===== src/rtl/core/tup_pkg.sv =====
package tup_pkg;

  // Default widths of the converted value and of the consumed count
  localparam int VALUE_WIDTH_DEF = 64;
  localparam int COUNT_WIDTH_DEF = 16;

  localparam int CH_W   = 8;
  localparam int BASE_W = 6;

  // Character codes
  localparam logic [CH_W-1:0] CH_ZERO  = 8'h30;  // '0'
  localparam logic [CH_W-1:0] CH_NINE  = 8'h39;  // '9'
  localparam logic [CH_W-1:0] CH_LC_A  = 8'h61;  // 'a'
  localparam logic [CH_W-1:0] CH_LC_Z  = 8'h7a;  // 'z'
  localparam logic [CH_W-1:0] CH_UC_A  = 8'h41;  // 'A'
  localparam logic [CH_W-1:0] CH_UC_Z  = 8'h5a;  // 'Z'
  localparam logic [CH_W-1:0] CH_LC_X  = 8'h78;  // 'x'
  localparam logic [CH_W-1:0] CH_PLUS  = 8'h2b;  // '+'
  localparam logic [CH_W-1:0] CH_SPACE = 8'h20;
  localparam logic [CH_W-1:0] CH_TAB   = 8'h09;
  localparam logic [CH_W-1:0] CH_CR    = 8'h0d;

  // Radix codes
  localparam logic [BASE_W-1:0] BASE_AUTO = 6'd0;
  localparam logic [BASE_W-1:0] BASE_OCT  = 6'd8;
  localparam logic [BASE_W-1:0] BASE_DEC  = 6'd10;
  localparam logic [BASE_W-1:0] BASE_HEX  = 6'd16;

  // Decoded character class, carried in the input register
  typedef struct packed {
    logic              digit_ok;  // 0-9, a-z or A-Z
    logic [BASE_W-1:0] digit;     // digit value 0..35
    logic              space;
    logic              plus;
    logic              zero;
    logic              lc_x;
  } ch_class_t;

endpackage


===== src/rtl/core/text_to_unsigned_parser_core.sv =====
// Each character is held in the input register, then the parse step writes
// any result it produces into the result register.
// Throughput: one character per cycle while the result side does not stall;
// the accumulator multiply-add by the radix is combinational, so characters follow back to back.
// Reset (rst, synchronous, active high): radix register back to automatic,
// parser idle, both pipeline registers empty.
module text_to_unsigned_parser_core #(
  parameter int VALUE_WIDTH = tup_pkg::VALUE_WIDTH_DEF,
  parameter int COUNT_WIDTH = tup_pkg::COUNT_WIDTH_DEF
) (
  input  logic                          clk,
  input  logic                          rst,
  // radix register write channel
  input  logic                          cfg_valid,
  output logic                          cfg_ready,
  input  logic [tup_pkg::BASE_W-1:0]    cfg_data,   // number_base
  // character stream
  input  logic                          s_tvalid,
  output logic                          s_tready,
  input  logic [tup_pkg::CH_W-1:0]      s_tdata,    // ch
  input  logic                          s_tuser,    // first
  input  logic                          s_tlast,    // last
  // result stream
  output logic                          m_tvalid,
  input  logic                          m_tready,
  output logic [((VALUE_WIDTH + COUNT_WIDTH + 8) / 8) * 8 - 1:0]
                                        m_tdata     // value, saturated, consumed
);

  localparam int OUT_BITS = VALUE_WIDTH + 1 + COUNT_WIDTH;
  localparam int OUT_W    = ((OUT_BITS + 7) / 8) * 8;

  typedef enum logic [2:0] {
    PH_IDLE,
    PH_LEAD,
    PH_SIGN,
    PH_ZERO,
    PH_PFX,
    PH_DIGITS,
    PH_DONE
  } phase_t;

  // Radix register: always ready; the user must write it only while idle (the block does not enforce this)
  logic [tup_pkg::BASE_W-1:0] number_base;

  assign cfg_ready = 1'b1;

  always_ff @(posedge clk) begin
    if (rst) begin
      number_base <= tup_pkg::BASE_AUTO;
    end else if (cfg_valid) begin
      number_base <= cfg_data;
    end
  end

  // ---------------------------------------------------------------------
  // Input stage: decode the character and hold it with its flags
  // ---------------------------------------------------------------------
  tup_pkg::ch_class_t in_cls_d;
  tup_pkg::ch_class_t in_cls;
  logic               in_valid;
  logic               in_first;
  logic               in_last;
  logic               advance;

  tup_decode u_decode (
    .ch  (s_tdata),
    .cls (in_cls_d)
  );

  // Advance the held character whenever the result register can take a result
  assign advance  = in_valid && (!m_tvalid || m_tready);
  assign s_tready = !in_valid || advance;

  always_ff @(posedge clk) begin
    if (rst) begin
      in_valid <= 1'b0;
    end else if (s_tready) begin
      in_valid <= s_tvalid;
    end
  end

  always_ff @(posedge clk) begin
    if (s_tvalid && s_tready) begin
      in_cls   <= in_cls_d;
      in_first <= s_tuser;
      in_last  <= s_tlast;
    end
  end

  // ---------------------------------------------------------------------
  // Parse step
  // ---------------------------------------------------------------------
  phase_t                     phase, phase_next;
  logic [VALUE_WIDTH-1:0]     acc, acc_next;
  logic                       ovf_seen, ovf_seen_next;
  logic [COUNT_WIDTH-1:0]     cnt, cnt_next;
  logic [tup_pkg::BASE_W-1:0] abase, abase_next;

  // Effective state: a first character restarts from a clean string
  phase_t                     ph_cur;
  logic [VALUE_WIDTH-1:0]     acc_cur;
  logic                       ovf_cur;
  logic [COUNT_WIDTH-1:0]     cnt_cur;
  logic [tup_pkg::BASE_W-1:0] abase_cur;

  logic [tup_pkg::BASE_W-1:0] base_sel;
  logic [tup_pkg::BASE_W-1:0] lead_base;
  logic                       take_ok;
  logic [VALUE_WIDTH-1:0]     mac_val;
  logic                       mac_ovf;

  logic                       emit;
  logic [VALUE_WIDTH-1:0]     e_val;
  logic                       e_sat;
  logic [COUNT_WIDTH-1:0]     e_cnt;

  always_comb begin
    if (in_first) begin
      ph_cur    = PH_LEAD;
      acc_cur   = '0;
      ovf_cur   = 1'b0;
      cnt_cur   = '0;
      abase_cur = '0;
    end else begin
      ph_cur    = phase;
      acc_cur   = acc;
      ovf_cur   = ovf_seen;
      cnt_cur   = cnt;
      abase_cur = abase;
    end
  end

  // In the leading phases the radix is fixed by this very character
  assign lead_base = (number_base == tup_pkg::BASE_AUTO) ? tup_pkg::BASE_DEC : number_base;
  assign base_sel  = (ph_cur == PH_LEAD || ph_cur == PH_SIGN) ? lead_base : abase_cur;
  assign take_ok   = in_cls.digit_ok && (base_sel != '0) && (in_cls.digit < base_sel);

  tup_accum #(
    .VALUE_WIDTH (VALUE_WIDTH)
  ) u_accum (
    .acc      (acc_cur),
    .base     (base_sel),
    .digit    (in_cls.digit),
    .acc_next (mac_val),
    .ovf      (mac_ovf)
  );

  always_comb begin
    phase_next    = ph_cur;
    acc_next      = acc_cur;
    ovf_seen_next = ovf_cur;
    abase_next    = abase_cur;
    cnt_next      = (cnt_cur == '1) ? cnt_cur : cnt_cur + COUNT_WIDTH'(1);
    emit          = 1'b0;
    e_val         = '0;
    e_sat         = 1'b0;
    e_cnt         = '0;

    // Drop characters that arrive outside a string
    if (ph_cur == PH_IDLE || ph_cur == PH_DONE) begin
      phase_next = ph_cur;
      cnt_next   = cnt_cur;
    end else begin
      case (ph_cur)
        PH_LEAD, PH_SIGN: begin
          if (ph_cur == PH_LEAD && in_cls.space) begin
            phase_next = PH_LEAD;
          end else if (ph_cur == PH_LEAD && in_cls.plus) begin
            phase_next = PH_SIGN;
          end else if (in_cls.zero && (number_base == tup_pkg::BASE_AUTO ||
                                       number_base == tup_pkg::BASE_HEX)) begin
            acc_next   = '0;
            abase_next = (number_base == tup_pkg::BASE_AUTO) ? tup_pkg::BASE_OCT
                                                             : tup_pkg::BASE_HEX;
            phase_next = PH_ZERO;
          end else begin
            abase_next = lead_base;
            if (take_ok) begin
              acc_next      = mac_val;
              ovf_seen_next = ovf_cur | mac_ovf;
              phase_next    = PH_DIGITS;
            end else begin
              emit = 1'b1;
            end
          end
        end
        PH_ZERO: begin
          if (in_cls.lc_x) begin
            abase_next = tup_pkg::BASE_HEX;
            phase_next = PH_PFX;
          end else if (take_ok) begin
            acc_next      = mac_val;
            ovf_seen_next = ovf_cur | mac_ovf;
            phase_next    = PH_DIGITS;
          end else begin
            emit  = 1'b1;
            e_val = acc_cur;
            e_sat = ovf_cur;
            e_cnt = cnt_cur;
          end
        end
        PH_PFX: begin
          if (take_ok) begin
            acc_next      = mac_val;
            ovf_seen_next = ovf_cur | mac_ovf;
            phase_next    = PH_DIGITS;
          end else begin
            // "0x" without a hex digit: count up to the '0' only
            emit  = 1'b1;
            e_cnt = cnt_cur - COUNT_WIDTH'(1);
          end
        end
        default: begin
          if (take_ok) begin
            acc_next      = mac_val;
            ovf_seen_next = ovf_cur | mac_ovf;
          end else begin
            emit  = 1'b1;
            e_val = acc_cur;
            e_sat = ovf_cur;
            e_cnt = cnt_cur;
          end
        end
      endcase

      // End of string closes the parse if the character did not stop it
      if (!emit && in_last) begin
        emit = 1'b1;
        case (phase_next)
          PH_LEAD, PH_SIGN: begin
            e_cnt = '0;
          end
          PH_PFX: begin
            e_cnt = cnt_next - COUNT_WIDTH'(1);
          end
          default: begin
            e_val = acc_next;
            e_sat = ovf_seen_next;
            e_cnt = cnt_next;
          end
        endcase
      end

      if (emit) begin
        phase_next = PH_DONE;
      end
    end
  end

  // Hold parser state and the result register; advance only on a step
  always_ff @(posedge clk) begin
    if (rst) begin
      phase    <= PH_IDLE;
      acc      <= '0;
      ovf_seen <= 1'b0;
      cnt      <= '0;
      abase    <= '0;
      m_tvalid <= 1'b0;
    end else begin
      if (advance) begin
        phase    <= phase_next;
        acc      <= acc_next;
        ovf_seen <= ovf_seen_next;
        cnt      <= cnt_next;
        abase    <= abase_next;
      end
      if (advance && emit) begin
        m_tvalid <= 1'b1;
        m_tdata  <= OUT_W'({e_cnt, e_sat, e_val});
      end else if (m_tready) begin
        m_tvalid <= 1'b0;
      end
    end
  end

endmodule


===== src/rtl/core/tup_decode.sv =====
module tup_decode (
  input  logic [tup_pkg::CH_W-1:0] ch,
  output tup_pkg::ch_class_t       cls
);

  always_comb begin
    cls = '0;
    if (ch >= tup_pkg::CH_ZERO && ch <= tup_pkg::CH_NINE) begin
      cls.digit_ok = 1'b1;
      cls.digit    = tup_pkg::BASE_W'(ch - tup_pkg::CH_ZERO);
    end else if (ch >= tup_pkg::CH_LC_A && ch <= tup_pkg::CH_LC_Z) begin
      cls.digit_ok = 1'b1;
      cls.digit    = tup_pkg::BASE_W'(ch - tup_pkg::CH_LC_A) + tup_pkg::BASE_W'(10);
    end else if (ch >= tup_pkg::CH_UC_A && ch <= tup_pkg::CH_UC_Z) begin
      cls.digit_ok = 1'b1;
      cls.digit    = tup_pkg::BASE_W'(ch - tup_pkg::CH_UC_A) + tup_pkg::BASE_W'(10);
    end
    cls.space = (ch == tup_pkg::CH_SPACE) ||
                (ch >= tup_pkg::CH_TAB && ch <= tup_pkg::CH_CR);
    cls.plus  = (ch == tup_pkg::CH_PLUS);
    cls.zero  = (ch == tup_pkg::CH_ZERO);
    cls.lc_x  = (ch == tup_pkg::CH_LC_X);
  end

endmodule


===== src/rtl/core/tup_accum.sv =====
module tup_accum #(
  parameter int VALUE_WIDTH = tup_pkg::VALUE_WIDTH_DEF
) (
  input  logic [VALUE_WIDTH-1:0]    acc,
  input  logic [tup_pkg::BASE_W-1:0] base,
  input  logic [tup_pkg::BASE_W-1:0] digit,
  output logic [VALUE_WIDTH-1:0]    acc_next,
  output logic                      ovf
);

  localparam int SUM_W = VALUE_WIDTH + tup_pkg::BASE_W + 1;

  logic [SUM_W-1:0] sum;

  // acc*base + digit exceeds all ones exactly when the value overflows
  assign sum      = SUM_W'(acc) * SUM_W'(base) + SUM_W'(digit);
  assign ovf      = |sum[SUM_W-1:VALUE_WIDTH];
  assign acc_next = ovf ? '1 : sum[VALUE_WIDTH-1:0];

endmodule


===== config.mk =====
export PLATFORM = sky130hd
export DESIGN_NAME = text_to_unsigned_parser_core
export DESIGN_NICKNAME = d
export VERILOG_FILES = /design/src/rtl/core/tup_pkg.sv /design/src/rtl/core/text_to_unsigned_parser_core.sv /design/src/rtl/core/tup_decode.sv /design/src/rtl/core/tup_accum.sv
export SDC_FILE = /design/constraint.sdc
export NUM_CORES = 2
export LEC_CHECK = 0
export BUFFER_PORTS_ARGS = -buffer_cell sky130_fd_sc_hd__buf_2
export CORE_MARGIN = 5
export CORE_UTILIZATION = 50
export CTS_BUF_LIST = sky130_fd_sc_hd__clkbuf_4
export DETAILED_ROUTE_END_ITERATION = 8
export GPL_TIMING_DRIVEN = 0
export PLACE_DENSITY = 0.66
export SLEW_MARGIN = 5
export SYNTH_ARGS = -nofsm -noshare
export SYNTH_HDL_FRONTEND = slang
export SYNTH_SLANG_ARGS = --single-unit

===== constraint.sdc =====
create_clock -name clk -period 10.5 [get_ports clk]
set_input_delay 0 -clock clk [delete_from_list [all_inputs] [get_ports clk]]
set_output_delay 0 -clock clk [all_outputs]
set_load 0.05 [all_outputs]

# --- Yosys cells after proc, flatten, opt, wreduce, memory -nomap -nowiden ---
# Cells that the tools add are included.
# W data, S select, Z words.
word_totals:
  elab_cells: 156
  in_bits: 21
  regBits: 192
  out_inout_bits: 91
classes:
  n_addsub: 9
  n_bitwise: 2
  muxes: 71
  reduce_logical: 33
  magnitude_cmp: 9
  n_eq_ne: 14
  multipliers: 1
op_table:
  columns: ["cell", "count"]
  rows:
  - ["$mux W64", 12]
  - ["$pmux W64 S2", 2]
  - ["$mux W16", 7]
  - ["$add A70 B6 Y71", 1]
  - ["$mul A64 B6 Y70", 1]
  - ["$mux W6", 10]
  - ["$pmux W16 S3", 1]
  - ["$pmux W16 S2", 1]
  - ["$sub A16 B1 Y16 const B", 2]
  - ["$mux W3", 9]
  - ["$eq A8 B6 Y1 const B", 3]
  - ["$mux W1", 22]
  - ["$add A16 B1 Y16 const B", 1]
  - ["$eq A16 B16 Y1 const B", 1]
  - ["$ge A8 B7 Y1 const B", 2]
  - ["$le A8 B7 Y1 const B", 2]
  - ["$logic_and A1 B1 Y1", 13]
  - ["$add A6 B4 Y6 const B", 2]
  - ["$pmux W6 S2", 1]
  - ["$sub A6 B6 Y6 const B", 2]
  - ["$eq A3 B2 Y1 const B", 3]
  - ["$eq A3 B3 Y1 const B", 3]
  - ["$pmux W3 S3", 1]
  - ["$eq A8 B7 Y1 const B", 1]
  - ["23 further kinds", 36]

# --- Longest topological paths before layout ---
logic_depth:
  ltp_word: 20
  depth_mapped: 27
  ltp_nobuf: 21

# --- Cells and area by module ---
# From an unflattened synthesis, not the netlist that was laid out.
unflattened:
  hier_cells: 2963
  hier_area_um2: 25743.4
modules_own_cells:
  columns: ["mod", "n_inst", "cells_per_inst", "area_per_inst_um2", "seq_area_each_um2"]
  rows:
  - ["tup_accum", 1, 1598, 14253.7, 0.0]
  - ["text_to_unsigned_parser_core", 1, 1296, 11006.8, 4784.6]
  - ["tup_decode", 1, 69, 483.0, 0.0]

# --- Least setup slack after synthesis ---
# OpenSTA, ideal clock, no wires.
synth_path:
  path_type: "register to register"
  from: "register phase[0]"
  to: "register m_tdata[0] (netlist name), enable pin"
  period_less_slack_ps: 8915
  t_arrival_ps: 8293
  path_buffers: 2
  setup_ps: 622
  path_slack_ps: 1585
  path_stages_with_launch: 14
  required_time_ps: 9878
  path_cell_list: "dfxtp_1 clkbuf_2 xnor2_1 o21ai_4 mux2i_1 clkbuf_1 ha_1 or3_1 o21ai_0 a2111oi_1 nor3_1 a21oi_1 nor2_1 nor3_1"
synth_via:
  elab_chain_cells: 20
  elab_cells_between_ends: 30
  classes_between: "order compare (1); eq/ne (4); mux (12); reduce/logical (13)"
synth_rtl:
  columns: ["element", "line", "rtl"]
  rows:
  - ["from (decl)", "text_to_unsigned_parser_core.sv:94", "phase_t phase, phase_next;"]
  - ["from (signal assigned)", "text_to_unsigned_parser_core.sv:262", "phase <= phase_next;"]
  - ["$mux W3 (*)", "text_to_unsigned_parser_core.sv:119", "if (in_first) begin"]
  - ["branches (longest 16 deep; another with $lt A6 B6 Y1)", null, null]
  - ["$mux W1 (*)", "text_to_unsigned_parser_core.sv:161", "if (ph_cur == PH_IDLE || ph_cur == PH_DONE) begin"]
  - ["$logic_and A1 B1 Y1 (*)", "text_to_unsigned_parser_core.sv:268", "if (advance && emit) begin"]
  - ["$reduce_and A2 Y1 (no source line) (*)", null, null]
  - ["to (signal assigned)", "text_to_unsigned_parser_core.sv:270", "m_tdata <= OUT_W'({e_cnt, e_sat, e_val});"]
  - ["to (decl)", "text_to_unsigned_parser_core.sv:27", "m_tdata"]
# Every way passes the cells marked *. The select of a mux whose other input is x is not followed.
# A chain may end at the register's enable or synchronous reset.

# --- Worst setup path after layout ---
layout_path:
  from: "register in_first"
  to: "register m_tdata[31] (netlist name) (data pin)"
layout_via:
  elab_chain_cells: 17
  elab_cells_between_ends: 55
  classes_between: "add/sub (1); mul (1); order compare (1); eq/ne (8); mux (30); reduce/logical (14)"
layout_rtl:
  columns: ["element", "line", "rtl"]
  rows:
  - ["from (decl)", "text_to_unsigned_parser_core.sv:62", "logic in_first;"]
  - ["from (signal assigned)", "text_to_unsigned_parser_core.sv:86", "in_first <= s_tuser;"]
  - ["branches (longest 17 deep; another with $add A70 B6 Y71)", null, null]
# Several ways; the timed one is not identified. The select of a mux whose other input is x is not followed.

==> impl_metrics.tcl <==
set metrics [dict create \
    status "completed" \
    p_sw_mw 0.6511 \
    p_int_mw 1.035 \
    vdd_ir_drop_max_v 0.00009539 \
    cts_buffers 17 \
    synth_common_cells "nor2_1 (527), nand2_1 (278), fa_1 (252)" \
    tns_ns 0 \
    holdCritStartpoint "rst" \
    core_sq_um 45190 \
    post_cts_buffers 0 \
    synth-main-ff-cell "dfxtp_1" \
    syn_area_per_cell_sq_um 8.480 \
    setup_viol 0 \
    fin_cells 3476 \
    synth_top_cell_by_area "fa_1" \
    startpoint "in_first" \
    num_rows 78 \
    hold_class "in -> reg" \
    ys_top_cells_by_area "fa_1 (22%), edfxtp_1 (12%), ha_1 (9.1%), nor2_1 (8.7%), dfxtp_1 (8.6%)" \
    drv_slew 0 \
    antenna_found_initial 2 \
    rr_startpoint "in_first" \
    fin_util_pct 55.15 \
    postSynthCellCount 2679 \
    design.portCount 112 \
    synth_edf_count 94 \
    vias 21727 \
    drive_gt1_share_pct 8.803 \
    required_ns 11.09 \
    dpl.cell_count 3395 \
    synth_seq_area_share_pct 21.06 \
    p_seq_share_pct 48.0 \
    critPathKind "reg -> reg" \
    final.period_utilization_pct 98.71 \
    dr.pass1.iters 6 \
    cts_resized 0 \
    clockPowerShare_pct 29.7 \
    dp_hpwl_mm 63.39 \
    path_max_fanout 10 \
    skew_ns 0.04893 \
    p_leak_nw 10.84 \
    clk_pin_slew_ns 0.23 \
    clock_latency_ns 0.84 \
    ctsRootBufferMaster "clkbuf_4" \
    vias_per_cell 6.251 \
    period_minus_slack_ns 10.36 \
    cts-htree-levels 4 \
    yosysWarningCount 0 \
    finalHoldViolations 0 \
    place_congestion 0.9701 \
    power_density_nw_per_um2 67.67 \
    max_freq_mhz 96.48 \
    crit_path_start_kind "flip-flop" \
    fp.dieW_um 223.2 \
    sw_frac_of_total_pct 38.61 \
    stdcell_area_sq_um 24920 \
    grt_pass1_wl_mm 125.1 \
    grt_max_degree 23 \
    fillers 4232 \
    gr-total-overflow 0 \
    grtUsageTotal_pct 32.20 \
    cts_tree "done" \
    yosysMostFrequentCell "nor2_1" \
    ys_async_sr_fraction_pct 0 \
    hold_buffers 47 \
    synth.distinct_cells 88 \
    wl_per_cell_um 23.34 \
    remaining_drc_errors 0 \
    max_slew_margin_pct 10.01 \
    pwr-share-comb_pct 22.3 \
    io_buffer_count 101 \
    initial_core_util_pct 50.28 \
    grt_pass1_vias 21640 \
    synthToLayoutAreaGrowth_pct 9.693 \
    rsz0062_at_grt "false" \
    routed_wirelength_mm 81.13 \
    endpoint_kind "flip-flop" \
    ys_seq_elements 192 \
    placed_area_sq_um 24100 \
    synth_top_area_share_pct 22.21 \
    first_iter_violations 2145 \
    cp_data_arrival_time_ns 10.96 \
    cap_viol_max_count 0 \
    netlist_area_sq_um 22720 \
    clk_path_buf_depth 2 \
    die_y_um 223.2 \
    cts_sinks 192 \
    drt.antenna.violating_nets 0 \
    worst_pin_slew_ns 1.350 \
    die-area_sq_um 49800 \
    design.final.nets 3300 \
]
metal layers:
| layer | GRT usage [%] | routed length (um) | up-vias |
|---|---|---|---|
| met3 | 7.539 | 6979 | 222 |
| met2 | 51.39 | 37380 | 1003 |
| met1 | 41.95 | 32830 | 10774 |
| met5 | 0 | 13 | - |
| met4 | 14.37 | 3923 | 2 |
| li1 | - | - | 9726 |
cell type report:
cell class / instances / area (sq um) / share of cell area (%)
multi-input cells: 2235 / 16890 / 67.79
inverters: 71 / 266.5 / 1.069
clock buffers: 17 / 127.6 / 0.5121
well taps: 600 / 750.7 / 3.012
clock inverters: 15 / 217.7 / 0.8736
plain buffers: 187 / 808.3 / 3.243
diodes: 2 / 5.005 / 0.02008
repair buffers: 157 / 1066 / 4.278
flip-flops and latches: 192 / 4785 / 19.20
registers in the layout, summed over array words and instances (netlist names):
| signal | count |
|---|---|
| abase | 6 |
| acc | 64 |
| cnt | 16 |
| in_cls | 11 |
| in_first | 1 |
| in_last | 1 |
| in_valid | 1 |
| m_tdata | 81 |
| m_tvalid | 1 |
| number_base | 6 |
| ovf_seen | 1 |
| phase | 3 |
cells by family (layout without fill, tap and decap cells):
| family | after synthesis | after routing | share of synthesized area (%) |
|---|---|---|---|
| adders and majority gates | 418 | 418 | 31.35 |
| muxes | 21 | 21 | 0.9418 |
| and+or+nand+nor | 1099 | 1099 | 22.23 |
| other | 2 | 10 | 0.03306 |
| buffers and inverters | 258 | 447 | 4.731 |
| xor gates and xnor gates | 80 | 80 | 3.084 |
| DFF | 192 | 192 | 21.06 |
| AOI/OAI and AO/OA | 609 | 609 | 16.57 |
through the flow:
step           hold slack (ns)  worst slack, ns  power, mW
3_5_place_dp            0.1820           0.6460      1.173
5_1_grt                0.07284          0.08856      1.748
4_1_cts                0.01338           0.5647      1.689
6_report                0.1171           0.1353      1.686
2_1_floorplan          0.09887            1.585      1.036
3_3_place_gp            0.1803           -3.002      1.169
worst paths after layout:
check / end / slack [ns] / cells past startpoint
hold / removal: acc[25] / 0.12 / 5
hold reg to reg: acc[12] / 0.46 / 2
setup reg to reg: m_tdata[31] / 0.14 / 25
setup / recovery: m_tdata[31] / 0.14 / 25
worst max-delay path: stages, from the launching register on:
cell and delay, ns:
edfxtp_1 0.41, buf_2 0.22, clkinv_1 0.29, clkbuf_1 0.61, clkbuf_1 0.61, buf_1 0.65, nand2_1 0.37, or2_2 0.38
fa_1 0.49, fa_1 0.49, inv_1 0.05, fa_1 0.50, fa_1 0.43, ha_1 0.36, o211ai_1 0.13, o211ai_1 0.48
nand4_1 0.25, a31oi_1 0.48, nor2_1 0.21, o21ai_0 0.68, nor4_1 0.12, o41ai_2 0.70, buf_2 0.44, buf_2 0.35
nor3_1 0.09, o22ai_1 0.33
cell usage in the layout, fill, tap and decap left out, drive strengths merged, types with 73 or more instances in the layout:
cell	n
ha	166
fa	252
nor2	528
o22ai	73
nand2	278
inv	80
edfxtp	94
nor3	92
clkbuf	168
o21ai	178
dfxtp	98
a21oi	157
buf	146
power groups by stage:
stage	clock, mW	combinational [mW]	sequential (mW)
6_report	0.502	0.376	0.809
3_3_place_gp	0	0.341	0.827
2_1_floorplan	0	0.196	0.841
3_5_place_dp	0	0.349	0.824
4_1_cts	0.516	0.364	0.809
5_1_grt	0.542	0.394	0.811
(Power assumes the default switching activity.)
